===== config.mk =====
export PLATFORM = sky130hd
export DESIGN_NAME = v3a_sqrt
export DESIGN_NICKNAME = d
export VERILOG_FILES = /design/src/rtl/v3a_pkg.sv /design/src/rtl/v3a_sqrt.sv
export SDC_FILE = /design/constraint.sdc
export NUM_CORES = 2
export LEC_CHECK = 0
export BUFFER_PORTS_ARGS = -buffer_cell sky130_fd_sc_hd__buf_2
export CAP_MARGIN = 20
export CORE_UTILIZATION = 60
export CTS_CLUSTER_DIAMETER = 150
export DETAILED_ROUTE_END_ITERATION = 7
export PLACE_DENSITY_LB_ADDON = 0.2
export SLEW_MARGIN = 40
export SYNTH_ARGS = -nofsm -noshare
export SYNTH_HDL_FRONTEND = slang
export SYNTH_MEMORY_MAX_BITS = 65536
export SYNTH_SLANG_ARGS = --single-unit
export TNS_END_PERCENT = 5

===== constraint.sdc =====
create_clock -name clk_i -period 3.3 [get_ports clk_i]
set_input_delay 0.66 -clock clk_i [delete_from_list [all_inputs] [get_ports clk_i]]
set_output_delay 0.66 -clock clk_i [all_outputs]
set_load 0.05 [all_outputs]

===== src/rtl/v3a_pkg.sv =====
// Package for the three-component vector ALU.
// Holds the opcode enum, the word structs and the Q16.16 saturation helper.
// No dependencies.
package v3a_pkg;

  typedef enum logic [2:0] {
    OP_ADD   = 3'd0,
    OP_SUB   = 3'd1,
    OP_ADDS  = 3'd2,
    OP_SUBS  = 3'd3,
    OP_DOT   = 3'd4,
    OP_CROSS = 3'd5,
    OP_LEN   = 3'd6,
    OP_NORM  = 3'd7
  } op_e;

  typedef struct packed {
    op_e                operation;
    logic signed [31:0] a_x;
    logic signed [31:0] a_y;
    logic signed [31:0] a_z;
    logic signed [31:0] b_x;
    logic signed [31:0] b_y;
    logic signed [31:0] b_z;
    logic signed [31:0] scalar_in;
  } in_word_t;

  typedef struct packed {
    logic signed [31:0] r_x;
    logic signed [31:0] r_y;
    logic signed [31:0] r_z;
    logic signed [31:0] scalar_out;
    logic               ok;
  } out_word_t;

  // Lane products and the saturated add/sub result of one component
  typedef struct packed {
    logic signed [63:0] m0;
    logic signed [63:0] m1;
    logic signed [31:0] vsum;
  } lane_t;

  localparam int unsigned SqrtStages = 32;
  localparam int unsigned DivStages  = 17;

  localparam logic signed [31:0] QMax = 32'sh7FFF_FFFF;
  localparam logic signed [31:0] QMin = 32'sh8000_0000;

  // Clamp a wide signed value to the Q16.16 range
  function automatic logic signed [31:0] sat_q(input logic signed [49:0] v);
    logic signed [31:0] r;
    if (v > 50'sd2147483647) begin
      r = QMax;
    end else if (v < -50'sd2147483648) begin
      r = QMin;
    end else begin
      r = v[31:0];
    end
    return r;
  endfunction

endpackage


===== src/rtl/v3a_sqrt.sv =====
// Pipelined integer square root of a 64-bit value, one root bit per stage.
// Depends on v3a_pkg.
module v3a_sqrt (
  input  logic        clk_i,
  input  logic [63:0] n_i,
  output logic [31:0] root_o
);
  import v3a_pkg::*;

  logic [35:0] rem_q  [SqrtStages];
  logic [31:0] root_q [SqrtStages];
  logic [63:0] rad_q  [SqrtStages];

  for (genvar j = 0; j < SqrtStages; j++) begin : g_stage
    logic [35:0] rem_in, rem2, trial;
    logic [31:0] root_in;
    logic [63:0] rad_in;

    if (j == 0) begin : g_first
      assign rem_in  = '0;
      assign root_in = '0;
      assign rad_in  = n_i;
    end else begin : g_next
      assign rem_in  = rem_q[j-1];
      assign root_in = root_q[j-1];
      assign rad_in  = rad_q[j-1];
    end

    // Bring down two radicand bits and try the next root bit
    assign rem2  = {rem_in[33:0], rad_in[63:62]};
    assign trial = {2'b00, root_in, 2'b01};

    always_ff @(posedge clk_i) begin
      rad_q[j] <= {rad_in[61:0], 2'b00};
      if (rem2 >= trial) begin
        rem_q[j]  <= rem2 - trial;
        root_q[j] <= {root_in[30:0], 1'b1};
      end else begin
        rem_q[j]  <= rem2;
        root_q[j] <= {root_in[30:0], 1'b0};
      end
    end
  end

  assign root_o = root_q[SqrtStages-1];

endmodule


---- Yosys cells after proc, flatten, opt, wreduce, memory -nomap -nowiden ----
Memory sizes are Yosys's and may differ from the RTL's.
Index checks and enable logic that the tools add are counted.
cells by class
  $add $sub $neg .......................... 32
  order comparisons ....................... 32
  mux-type cells .......................... 160
  bitwise gates (word level) .............. 64
operator list
  kind                 number
  $mux 36              32
  $ge 36x34->1         31
  $sub 36x34->36       31
  $mux 32              32
  $mux 1               96
  $or 1x1->1           64
  $sub 2x1->3 const B  1
  $ge 2x1->1 const B   1
word-level totals
  bits in registers ....................... 0
  memory bits (writable) .................. 4,160
  bits of input ports ..................... 65
  output and inout port bits .............. 32
  logic and storage cells ................. 291
  memories kept ........................... 3
memories
  name    depth  bits a word  read ports  clocked after memory_dff  wr ports  line            RTL
  rad_q   32     62           31          0                         32        v3a_sqrt.sv:12  logic [63:0] rad_q [SqrtStages];
  rem_q   32     36           31          0                         32        v3a_sqrt.sv:10  logic [35:0] rem_q [SqrtStages];
  root_q  32     32           32          0                         32        v3a_sqrt.sv:11  logic [31:0] root_q [SqrtStages];

---- Logic depth before layout (Yosys ltp) ----
An unclocked memory read counts as a cell.
  depth after elaboration ................. 5
  depth in mapped cells ................... 15
  mapped depth without buffers ............ 12

---- Worst setup path before layout ----
Ideal clock, no wire load.
  path type ............................... register to register
  from .................................... memory root_q[28][11], in the netlist root_q[1][395]
  to ...................................... memory rem_q[29][10], in the netlist rem_q[1][478]
  setup time .............................. 0.121 ns
  data arrival time ....................... 2.968 ns
  data required time ...................... 3.179 ns
  slack ................................... 0.211 ns
  cell stages (with the launch flop) ...... 13
  path buffers ............................ 3
  period minus slack after synthesis ...... 3.089 ns
  cell sequence ........................... dfxtp_1 inv_1 ha_1 clkbuf_1 nand2_1 or3_1 o21ai_0 a211oi_1 or2_2 clkbuf_1 clkinv_1 clkbuf_1 mux2_2
RTL lines
  item             line
  start, declared  v3a_sqrt.sv:11
  end, declared    v3a_sqrt.sv:10

==> flow_summary.toml <==
[synth]
postSynth.asyncResetShare_pct = 0
synth_cell_type_count = 109
synth_largest_area_cell = "dfxtp_1"
synthFlopType = "dfxtp_1"
syn_avg_cell_area_sq_um = 10.1
syn_inst = 9210
post_synth_edffs = 0
ys_warns = 0
synth_nets = 9837
synth.cell_area_sq_um = 93100
yosys_reg_bits = 2523
synth_sequential_area_ratio_pct = 54.2
netlist.area_leader.share_pct = 54.2
synthTopCellsByArea = "dfxtp_1 (54%), ha_1 (7.5%), xnor2_1 (4.1%)"

[worst_setup_path]
start_kind = "register"
endpoint = "rem_q[0][456]"
ff2ff_setup_slack_ns = 0.02
path_delay_family = "simple AND/OR/NAND/NOR gates"
cp_slowest_stage_delay_ns = 0.67
cp_num_buf_inv = 1
worst_r2r_path_depth = 10
timing.critical_path.depth = 10
critical_path_peak_fanout = 5
critical-path-slowest-cell = "or4b_2"
regToRegStartpoint = "root_q[0][360]"
worst_setup_path_startpoint = "root_q[0][360]"
arrival_time_reported_for_the_critical_path_endpoint_ns = 4.00
timing.setup.critical_path_class = "reg2reg"
reg2reg_to = "rem_q[0][456]"
cp-end-kind = "register"
worst_ep_required_time_ns = 4.02
crit_chain = "inv_1, ha_1, and3_1, nand2_1, or4_1, o211ai_1, nor2b_1, a211o_1, or4b_2, xnor2_1"

[run_status]
outcome = "complete, no violations"

[hold_path]
hold_wc_path_type = "reg2reg"

[cells_and_area]
nets_final = 10300
final_core_utilization_pct = 69.1
stdcell_count = 11900
drive_gt1_share_pct = 9.51
syn_to_final_growth_pct = 14.3
design_area_sq_um = 107000

[floorplan]
rows = 144
floorplan.die.width_um = 396
dieHeight_um = 396
placeableCoreArea_sq_um = 154000
overall_die_area_sq_um = 157000
initial_utilization_pct = 60.5
count_of_pins_on_the_block_boundary = 97

[placement]
detailed_place.area_sq_um = 97300
placed_cells_incl_taps = 11400
hpwlAfterDp_mm = 157
routabilityCongestion = 0.937
dp_slack_ns = -0.142
port_buffers = 96

[power]
total_power_mw = 81.0
power_density_nw_per_um2 = 760
p_leak_nw = 50.3
vdd_ir_drop_max_mv = 0.658

[global_routing]
grt_remaining_overflow = 0
grt_pass1_wl_mm = 339
antenna_found_initial = 4
grt_util_all_layers_pct = 26.7
first_global_vias = 64500
maximum_number_of_pins_on_one_net_before_global_route_repair = 53

[run]
maxCapViolations = 0

[detailed_routing]
postRouteWirelength_mm = 213
detail_route.wl_per_cell_um = 17.9
route.antenna.remaining_nets = 0
routed_via_density = 5.48
dr.first_iter.drc_count = 3896
num_vias = 65100
post-route-drc-count = 0
drt-pass1-iter-count = 8

[clock_tree]
numClockSinks = 2523
tritoncts = "done"
clock_latency_ns = 0.87
cts_root_buf = "clkbuf_16"
cts.reportedPaths.clkPinSlew_ns = 0.06
numCtsBuffers = 235
cts_buffer_depth = 3
h_tree_level_count = 4

[timing]
fin_skew_ns = 0.0794
finalSetupViolCount = 0
maxSlewHeadroom_pct = 51.3
final_max_slew_viol_count = 0
postLayoutSetupSlackWorst_ns = 0.0151
tightestPinTransition_ns = 0.729
fmaxAchievable_ghz = 0.304
post-route-min-period_ns = 3.28
final_min_period_over_clock_period_pct = 99.5
setup_repair_after_global_routing_missed_its_margin = "yes"
finalHoldViolations = 0
-- power breakdown --
part / internal [mW] / switching (mW) / leakage (nW)
Combinational: 6.02 / 7.35 / 25.2
Clock: 16.4 / 11.7 / 4.04
Sequential: 35.4 / 4.05 / 21.1
-- metal layers --
| metal | GRT usage [%] | up-vias | wire [um] |
|---|---|---|---|
| li1 | - | 32500 | - |
| met1 | 34.3 | 30700 | 94700 |
| met2 | 46.2 | 1506 | 102000 |
| met3 | 3.53 | 425 | 8840 |
| met4 | 9.25 | 2 | 6980 |
| met5 | 0 | - | 13 |
-- sequential cells by signal, indices dropped and copies added (netlist names) --
signal  flops
rad_q     992
rem_q    1003
root_q    528
-- cells in the final DEF (no fill, tap or decap), types with 57 or more instances in the layout --
cell / count
xor2_1: 395
nor4_1: 114
o21ai_0: 453
a21oi_1: 593
mux2_2: 76
buf_4: 213
nand3_1: 154
or3_1: 85
xnor2_1: 437
dfxtp_1: 2521
nor2_1: 535
nor3_1: 214
buf_2: 96
nand2b_1: 103
o21a_1: 92
clkbuf_16: 236
nand4_1: 104
o31ai_1: 71
a21o_1: 269
dlygate4sd3_1: 65
nand2_1: 627
or4_1: 73
nor2b_1: 73
inv_1: 734
ha_1: 558
and3_1: 57
-- worst min-delay path by stage --
stage	end	cells after the start	from
5_1_grt	rad_q[1][242]	0	rad_q[1][178]
3_5_place_dp	rad_q[0][733]	0	rad_q[0][669]
4_1_cts	rad_q[1][242]	0	rad_q[1][178]
6_report	rad_q[1][242]	0	rad_q[1][178]
2_1_floorplan	rad_q[0][100]	0	rad_q[0][36]
3_3_place_gp	rad_q[0][394]	0	rad_q[0][330]
-- cells by family (layout without fill, tap and decap cells) --
group                    count (synthesis)  in the layout  synth area share [%]
multiplexers                            85             85                  1.02
AO/OA/AOI/OAI                         1918           1919                  12.9
adder cells (fa/ha/maj)                562            562                  7.55
flip-flops                            2523           2523                  54.2
other                                    1              3               0.00403
buffers and inverters                  934           1559                  3.81
XOR/XNOR                               833            833                  7.83
AND/OR/NAND/NOR                       2354           2354                  12.7
-- cells in the mapped netlist (26+ instances only) --
cell type and number:
dfxtp_1 2523, inv_1 734, nand2_1 627, a21oi_1 596, ha_1 562, nor2_1 535, o21ai_0 461, xnor2_1 438
xor2_1 395, a21o_1 269, nor3_1 222, clkbuf_1 161, nand3_1 154, nor4_1 122, nand2b_1 104, nand4_1 104
o21a_1 93, or3_1 85, mux2_2 76, o31ai_1 76, nor2b_1 74, or4_1 73, and3_1 57, a31oi_1 55
o21bai_1 55, o211ai_1 48, or2_2 42, a211oi_1 40, nand3b_1 34, and2_1 26
-- metrics by stage --
step,hold slack (ns),TNS (ns)
2_1_floorplan,0.310,0
3_3_place_gp,0.310,-1.42
3_5_place_dp,0.312,-0.773
4_1_cts,0.283,0
5_1_grt,0.291,-0.281
6_report,0.275,0
-- layout make-up --
cell class              count  area [sq um]
flip-flops and latches   2523         50500
fillers                 11600         47500
multi-input cells        5754         39400
clock buffers             319          6620
repair buffers            385          2930
inverters                 738          2770
well taps                2044          2560
clock inverters           117          1660
diodes                      2          5.00
-- repair_timing --
item / in CTS / in global routing
gates cloned: 0 / 1
resized for setup: 5 / 63
hold buffers: 65 / 0
setup buffers: 0 / 2
setup endpoints to repair: 10 / 99
hold endpoints to repair: 64 / 0
pin swaps: 0 / 6
(Power assumes the default switching activity.)
