**src/rtl/v3a_pkg.sv**
```systemverilog
// Package for the three-component vector ALU.
// Holds the opcode enum, the word structs and the Q16.16 saturation helper.
// No dependencies.
package v3a_pkg;

  typedef enum logic [2:0] {
    OP_ADD   = 3'd0,
    OP_SUB   = 3'd1,
    OP_ADDS  = 3'd2,
    OP_SUBS  = 3'd3,
    OP_DOT   = 3'd4,
    OP_CROSS = 3'd5,
    OP_LEN   = 3'd6,
    OP_NORM  = 3'd7
  } op_e;

  typedef struct packed {
    op_e                operation;
    logic signed [31:0] a_x;
    logic signed [31:0] a_y;
    logic signed [31:0] a_z;
    logic signed [31:0] b_x;
    logic signed [31:0] b_y;
    logic signed [31:0] b_z;
    logic signed [31:0] scalar_in;
  } in_word_t;

  typedef struct packed {
    logic signed [31:0] r_x;
    logic signed [31:0] r_y;
    logic signed [31:0] r_z;
    logic signed [31:0] scalar_out;
    logic               ok;
  } out_word_t;

  // Lane products and the saturated add/sub result of one component
  typedef struct packed {
    logic signed [63:0] m0;
    logic signed [63:0] m1;
    logic signed [31:0] vsum;
  } lane_t;

  localparam int unsigned SqrtStages = 32;
  localparam int unsigned DivStages  = 17;

  localparam logic signed [31:0] QMax = 32'sh7FFF_FFFF;
  localparam logic signed [31:0] QMin = 32'sh8000_0000;

  // Clamp a wide signed value to the Q16.16 range
  function automatic logic signed [31:0] sat_q(input logic signed [49:0] v);
    logic signed [31:0] r;
    if (v > 50'sd2147483647) begin
      r = QMax;
    end else if (v < -50'sd2147483648) begin
      r = QMin;
    end else begin
      r = v[31:0];
    end
    return r;
  endfunction

endpackage

```
**src/rtl/v3a_div.sv**
```systemverilog
// Pipelined restoring divider: (mag << 16) / den, 17 quotient bits, one per stage.
// Depends on v3a_pkg.
module v3a_div (
  input  logic        clk_i,
  input  logic [31:0] mag_i,
  input  logic [31:0] den_i,
  output logic [16:0] quo_o
);
  import v3a_pkg::*;

  logic [47:0] rem_q [DivStages];
  logic [31:0] den_q [DivStages];
  logic [16:0] quo_q [DivStages];

  for (genvar k = 0; k < DivStages; k++) begin : g_stage
    localparam int unsigned Sh = DivStages - 1 - k;
    logic [47:0] rem_in, dsh;
    logic [31:0] den_in;
    logic [16:0] quo_in;

    if (k == 0) begin : g_first
      assign rem_in = {mag_i, 16'h0000};
      assign den_in = den_i;
      assign quo_in = '0;
    end else begin : g_next
      assign rem_in = rem_q[k-1];
      assign den_in = den_q[k-1];
      assign quo_in = quo_q[k-1];
    end

    assign dsh = {16'h0000, den_in} << Sh;

    // Subtract the shifted divisor where it fits
    always_ff @(posedge clk_i) begin
      den_q[k] <= den_in;
      if (rem_in >= dsh) begin
        rem_q[k] <= rem_in - dsh;
        quo_q[k] <= quo_in | (17'd1 << Sh);
      end else begin
        rem_q[k] <= rem_in;
        quo_q[k] <= quo_in;
      end
    end
  end

  assign quo_o = quo_q[DivStages-1];

endmodule

```
**config.mk**
```make
export PLATFORM = sky130hd
export DESIGN_NAME = v3a_div
export DESIGN_NICKNAME = d
export VERILOG_FILES = /design/src/rtl/v3a_pkg.sv /design/src/rtl/v3a_div.sv
export SDC_FILE = /design/constraint.sdc
export NUM_CORES = 2
export LEC_CHECK = 0
export BUFFER_PORTS_ARGS = -buffer_cell sky130_fd_sc_hd__buf_2
export CAP_MARGIN = 20
export CORE_MARGIN = 2
export CORE_UTILIZATION = 33
export DETAILED_ROUTE_END_ITERATION = 10
export GPL_TIMING_DRIVEN = 0
export HOLD_SLACK_MARGIN = 0.12
export MAX_ROUTING_LAYER = met4
export PLACE_DENSITY = 0.52
export RECOVER_POWER = 100
export SLEW_MARGIN = 20
export SYNTH_ARGS = -nofsm -noshare
export SYNTH_HDL_FRONTEND = slang
export SYNTH_SLANG_ARGS = --single-unit
export TNS_END_PERCENT = 50
```
**constraint.sdc**
```tcl
create_clock -name clk_i -period 4.6 [get_ports clk_i]
set_input_delay 0.92 -clock clk_i [delete_from_list [all_inputs] [get_ports clk_i]]
set_output_delay 0.92 -clock clk_i [all_outputs]
set_load 0.005 [all_outputs]
```
# After elaboration in Yosys (flattened, before gate mapping)
# Memories as Yosys holds them, arrays and structs flattened.
# Index checks and enable logic that the tools add are counted.
dict set report word_totals {
  in_bits 65
  mem_bits_ro 0
  latchBits 0
  output_inout_bits 17
  elab_cells 156
  regBits 0
  mem_bits_rw 1649
  mem_count 3
}
# memory depth word_bits read_ports rd_ports_with_merged_regs write_ports line_no
set memory_table {}
lappend memory_table {rem_q 17 48 16 0 17 v3a_div.sv:11} ;# logic [47:0] rem_q [DivStages];
lappend memory_table {den_q 17 32 16 0 17 v3a_div.sv:12} ;# logic [31:0] den_q [DivStages];
lappend memory_table {quo_q 17 17 17 0 17 v3a_div.sv:13} ;# logic [16:0] quo_q [DivStages];
dict set report classes {
  div 0
  eq_ne 0
  mul 0
  n_mux 85
  n_shift 0
  n_bitwise 34
  reduce_logical 0
  n_lt_le_gt_ge 17
  addsub 17
}
# operator count
set op_table {}
lappend op_table {{2-to-1 mux 48 bit} 17}
lappend op_table {{2-to-1 mux 17 bit} 17}
lappend op_table {{2-to-1 mux 1 bit} 51}
lappend op_table {{>= comparator 48 x 32 -> 1 bit} 1}
lappend op_table {{>= comparator 48 x 33 -> 1 bit} 1}
lappend op_table {{>= comparator 48 x 34 -> 1 bit} 1}
lappend op_table {{>= comparator 48 x 35 -> 1 bit} 1}
lappend op_table {{>= comparator 48 x 36 -> 1 bit} 1}
lappend op_table {{>= comparator 48 x 37 -> 1 bit} 1}
lappend op_table {{>= comparator 48 x 38 -> 1 bit} 1}
lappend op_table {{>= comparator 48 x 39 -> 1 bit} 1}
lappend op_table {{>= comparator 48 x 40 -> 1 bit} 1}
lappend op_table {{>= comparator 48 x 41 -> 1 bit} 1}
lappend op_table {{>= comparator 48 x 42 -> 1 bit} 1}
lappend op_table {{>= comparator 48 x 43 -> 1 bit} 1}
lappend op_table {{>= comparator 48 x 44 -> 1 bit} 1}
lappend op_table {{>= comparator 48 x 45 -> 1 bit} 1}
lappend op_table {{>= comparator 48 x 46 -> 1 bit} 1}
lappend op_table {{>= comparator 48 x 47 -> 1 bit} 1}
lappend op_table {{>= comparator 48 bit} 1}
lappend op_table {{subtractor 48 x 32 -> 48 bit} 1}
lappend op_table {{subtractor 48 x 33 -> 48 bit} 1}
lappend op_table {{subtractor 48 x 34 -> 48 bit} 1}
lappend op_table {{subtractor 48 x 35 -> 48 bit} 1}
lappend op_table {{14 further kinds} 47}

# Logic depth before layout (Yosys ltp)
# An unclocked memory read counts as a cell.
dict set report logic_depth {
  ltp_word 5
  mapped_depth 15
  mapped_depth_nobuf 14
}

# Least setup slack after synthesis
# Ideal clock, no wire load.
dict set report synth_timing {
  path_kind {input to register}
  from {in den_i[9]}
  to {mem rem_q[0][42]}
  t_required_ns 4.470
  path_stages 13
  setup_time_ns 0.130
  arrival_ns 3.421
  slack_ns 1.049
  path_buffers 2
  cell_sequence {inv_1 -> ha_1 -> and3_1 -> and3_1 -> a211o_1 -> a31o_2 -> a32oi_1 -> and2_1 -> a211oi_1 -> o22ai_1 -> clkbuf_1 -> clkbuf_1 -> o21ai_0}
}
# item line_no
set synth_rtl {}
lappend synth_rtl {{start: declaration} v3a_div.sv:6} ;# input logic [31:0] den_i,
lappend synth_rtl {{end: declaration} v3a_div.sv:11}

==> results.md <==
* Outcome: finished with violations
* Failing checks: negative setup slack
* CTS Buf Count at 153
* Placed instance area at 0.0661 mm^2
* Vias in the first global route at 50,538
* Final setup vio count at 9
* H-tree depth at 4
* Initial antenna violation count at 2
* P_sw at 21.2 mW
* Fin. Hold Viols at 0
* Critical-path top delay cell: clkbuf_1
* Leak pwr at 32.0 nW
* Synth Flop Type: dfxtp_1
* Power Density at 758 mW/mm^2
* Final instance area at 0.0715 mm^2
* Clock power frac at 23.4%
* Min Tclk post-route at 4680 ps
* Tightest Pin Transition at 1340 ps
* Fill cells at 19,041
* Layout cells sized above 1 at 6.47%
* Async SR Flop Fraction at 0%
* Top Family by Delay on Critical Path: compound AO/OA/AOI/OAI gates
* CTS sink count at 1,297
* Max transition margin at 8.49%
* Mapped Nets at 7,666
* Die X at 439 um
* Fin. max-slew vios at 0
* Final net count at 7,902
* Starting Density at 33.3%
* Placeable Area at 0.188 mm^2
* Final HPWL DP at 140,000 um
* Cell count of the worst reg-to-reg path at 14
* Die Y at 439 um
* Setup Crit Path Kind: in -> reg
* CTS tree: yes
* Drt wl/cell at 17.5 um
* DRT Pass-1 Iters at 5
* Max Cap Viol at 0
* Largest fanout on the critical path at 10
* # rows at 159
* Ys Warns at 0
* Post-CTS Setup Repair Bufs at 0
* Most Frequent Cell on Critical Path: clkbuf_1
* Worst hold path type: in -> reg
* Routability cong. at 0.930
* Vias per cell at 4.94
* Drt first-iter violations at 2,464
* Crit path cell chain: clkbuf_1 -> inv_1 -> ha_1 -> a21o_1 -> a21oi_1 -> o21ai_0 -> a21oi_1 -> o21bai_1 -> a41oi_1 -> a211oi_1 -> o22ai_1 -> clkbuf_1 -> clkbuf_1 -> nand2_1 -> o21ai_0
* CP required at 5300 ps
* Part of the cycle the worst path needs at 102%
* Total grt overflow at 0
* Post-synth EDFFs at 0
* Cell variety after synth at 86
* Crit path DAT at 5380 ps
* I/O Buffers at 81
* Post-synthesis instance total at 7,042
* Switching Share at 39.1%
* Clk Latency, worst-skew pair at 830 ps
* Routed WL at 173,000 um
* Global Route Usage Sum at 18.2%
* Worst Path Buf+Inv at 4
* Sequential power share at 31.6%
* Seq/Total Area, Yosys at 41.5%
* Mapped cell area at 0.0625 mm^2
* Avg Inst Size Synth at 8.88 um^2
* Max Root-Sink Buffers at 3
* Worst path max stage delay at 750 ps
* Clock transition at path regs at 50 ps
* ANT nets after route at 0
* Layout area overhead at 14.3%
* Hold path cells at 1
* Worst Skew at 56.0 ps
* Post-route DRC at 0
* Die area at 0.193 mm^2
* Combinational share of power at 45.0%
* Startpoint class of the critical path: input pin
* Pre-CTS WS at -820 ps
* CTS root buf: clkbuf_16
* Crit path depth at 15
* Synth Register Bits at 1,297
* # IOs at 82
* Max frequency at 214 MHz
* Final Worst Setup Slack at -80.5 ps
* Largest net degree at the start of global routing at 17
* Crit. End Element: flip-flop
* RSZ-0062 raised after global routing: yes
* Global-route wire length before repair at 269,000 um
* Int Pwr at 33.0 mW
* WHS at 206 ps
* Worst vdd ir at 326 uV
* Via count at 48,881
worst reg2reg max path: cells and delay by family, from the launching register on:
kind	cells	cell delay [ps]
compound gates	7	2140
fa+ha+maj	1	330
buf+inv	3	1230
flops	1	360
simple gates	3	440
power groups by stage:
stage	Sequential [mW]	Combinational (mW)	Clock (mW)
after floorplan	16.4	18.8	0
after global placement	17.4	24.1	0
after detailed placement	17.3	24.2	0
after CTS	17.1	24.4	13.1
after global routing	17.5	27.3	13.6
final	17.1	24.4	12.7
cells in the final DEF, fill, tap and decap left out, types with 25 or more instances in the layout:
master,instances
nand3_1,95
clkbuf_8,29
mux2_2,78
clkbuf_16,156
inv_1,663
or3_1,39
a211oi_1,48
ha_1,543
and3_1,72
clkbuf_1,201
xor2_1,244
nor2_1,467
o31ai_1,34
or4_1,27
o21a_1,65
nor4_1,40
and2_1,29
nand4_1,103
dfxtp_1,1297
a31oi_1,55
buf_2,56
xnor2_1,308
o21ai_0,481
nor2b_1,67
a21o_1,276
o21bai_1,66
clkinv_2,25
a21oi_1,616
o211ai_1,49
nand2b_1,91
nand2_1,551
nor3_1,116
sequential cells by signal, summed over array words and instances, names as in the netlist:
name	flops
rem_q	632
den_q	512
quo_q	153
final timing paths:
path | start | endpoint | slack, ps
max | den_i[17] | rem_q[0][45] | -80
min | den_i[24] | den_q[0][24] | 210
max reg2reg | den_q[0][34] | rem_q[2][40] | 0
min reg2reg | quo_q[15][15] | quo_q[16][15] | 320
Yosys cell counts, drive strengths merged (118+ instances only):
master	number	area (um^2)
ha	543	6790
dfxtp	1297	26000
nor3	118	596
clkbuf	149	559
xnor2	308	2700
inv	664	2490
nor2	468	1760
o21ai	487	2440
xor2	244	2140
a21oi	617	3090
a21o	276	2070
nand2	551	2070
kinds of logic (layout without fill, tap and decap cells):
group,after synthesis,in the layout,share of synthesized area (%)
compound gates,1915,1915,19.0
xor+xnor,552,552,7.73
fa+ha+maj,559,559,11.4
buf+inv,844,1201,5.13
flops,1297,1297,41.5
mux,89,89,1.63
other cells,0,1,0
simple gates,1786,1786,13.6
layer usage:
metal	track usage [%]	wire length [um]
met1	16.4	62500
met2	34.8	92100
met3	2.57	5070
met4	12.6	13200
met5	-	0
metrics by stage:
step	utilization (%)	power (mW)	TNS, ps	cells
finish	38.0	54.2	-427	9895
CTS	38.1	54.6	0	9895
floorplan	-	35.2	0	7042
detailed placement	35.1	41.6	-42300	9619
global route	38.0	58.3	-665	9895
global placement	35.1	41.4	-60940	9618
repair_timing:
item                                   CTS  global route
pin swaps                                0             0
gates resized for setup                 24            18
hold buffers                             0             0
setup endpoints to repair              140           101
endpoints found under the hold margin    0             0
final cells by class:
type                    count  area [um^2]  share of cell area, %
well taps                2495         3120                   4.37
flip-flops and latches   1297        26000                   36.3
multi-input cells        4901        33400                   46.7
clock buffers             211         4400                   6.15
diodes                      1         2.50                0.00350
repair buffers             82          370                  0.518
plain buffers             179          751                   1.05
inverters                 664         2490                   3.49
clock inverters            65         1010                   1.42
Power figures use the tool's default switching activity.
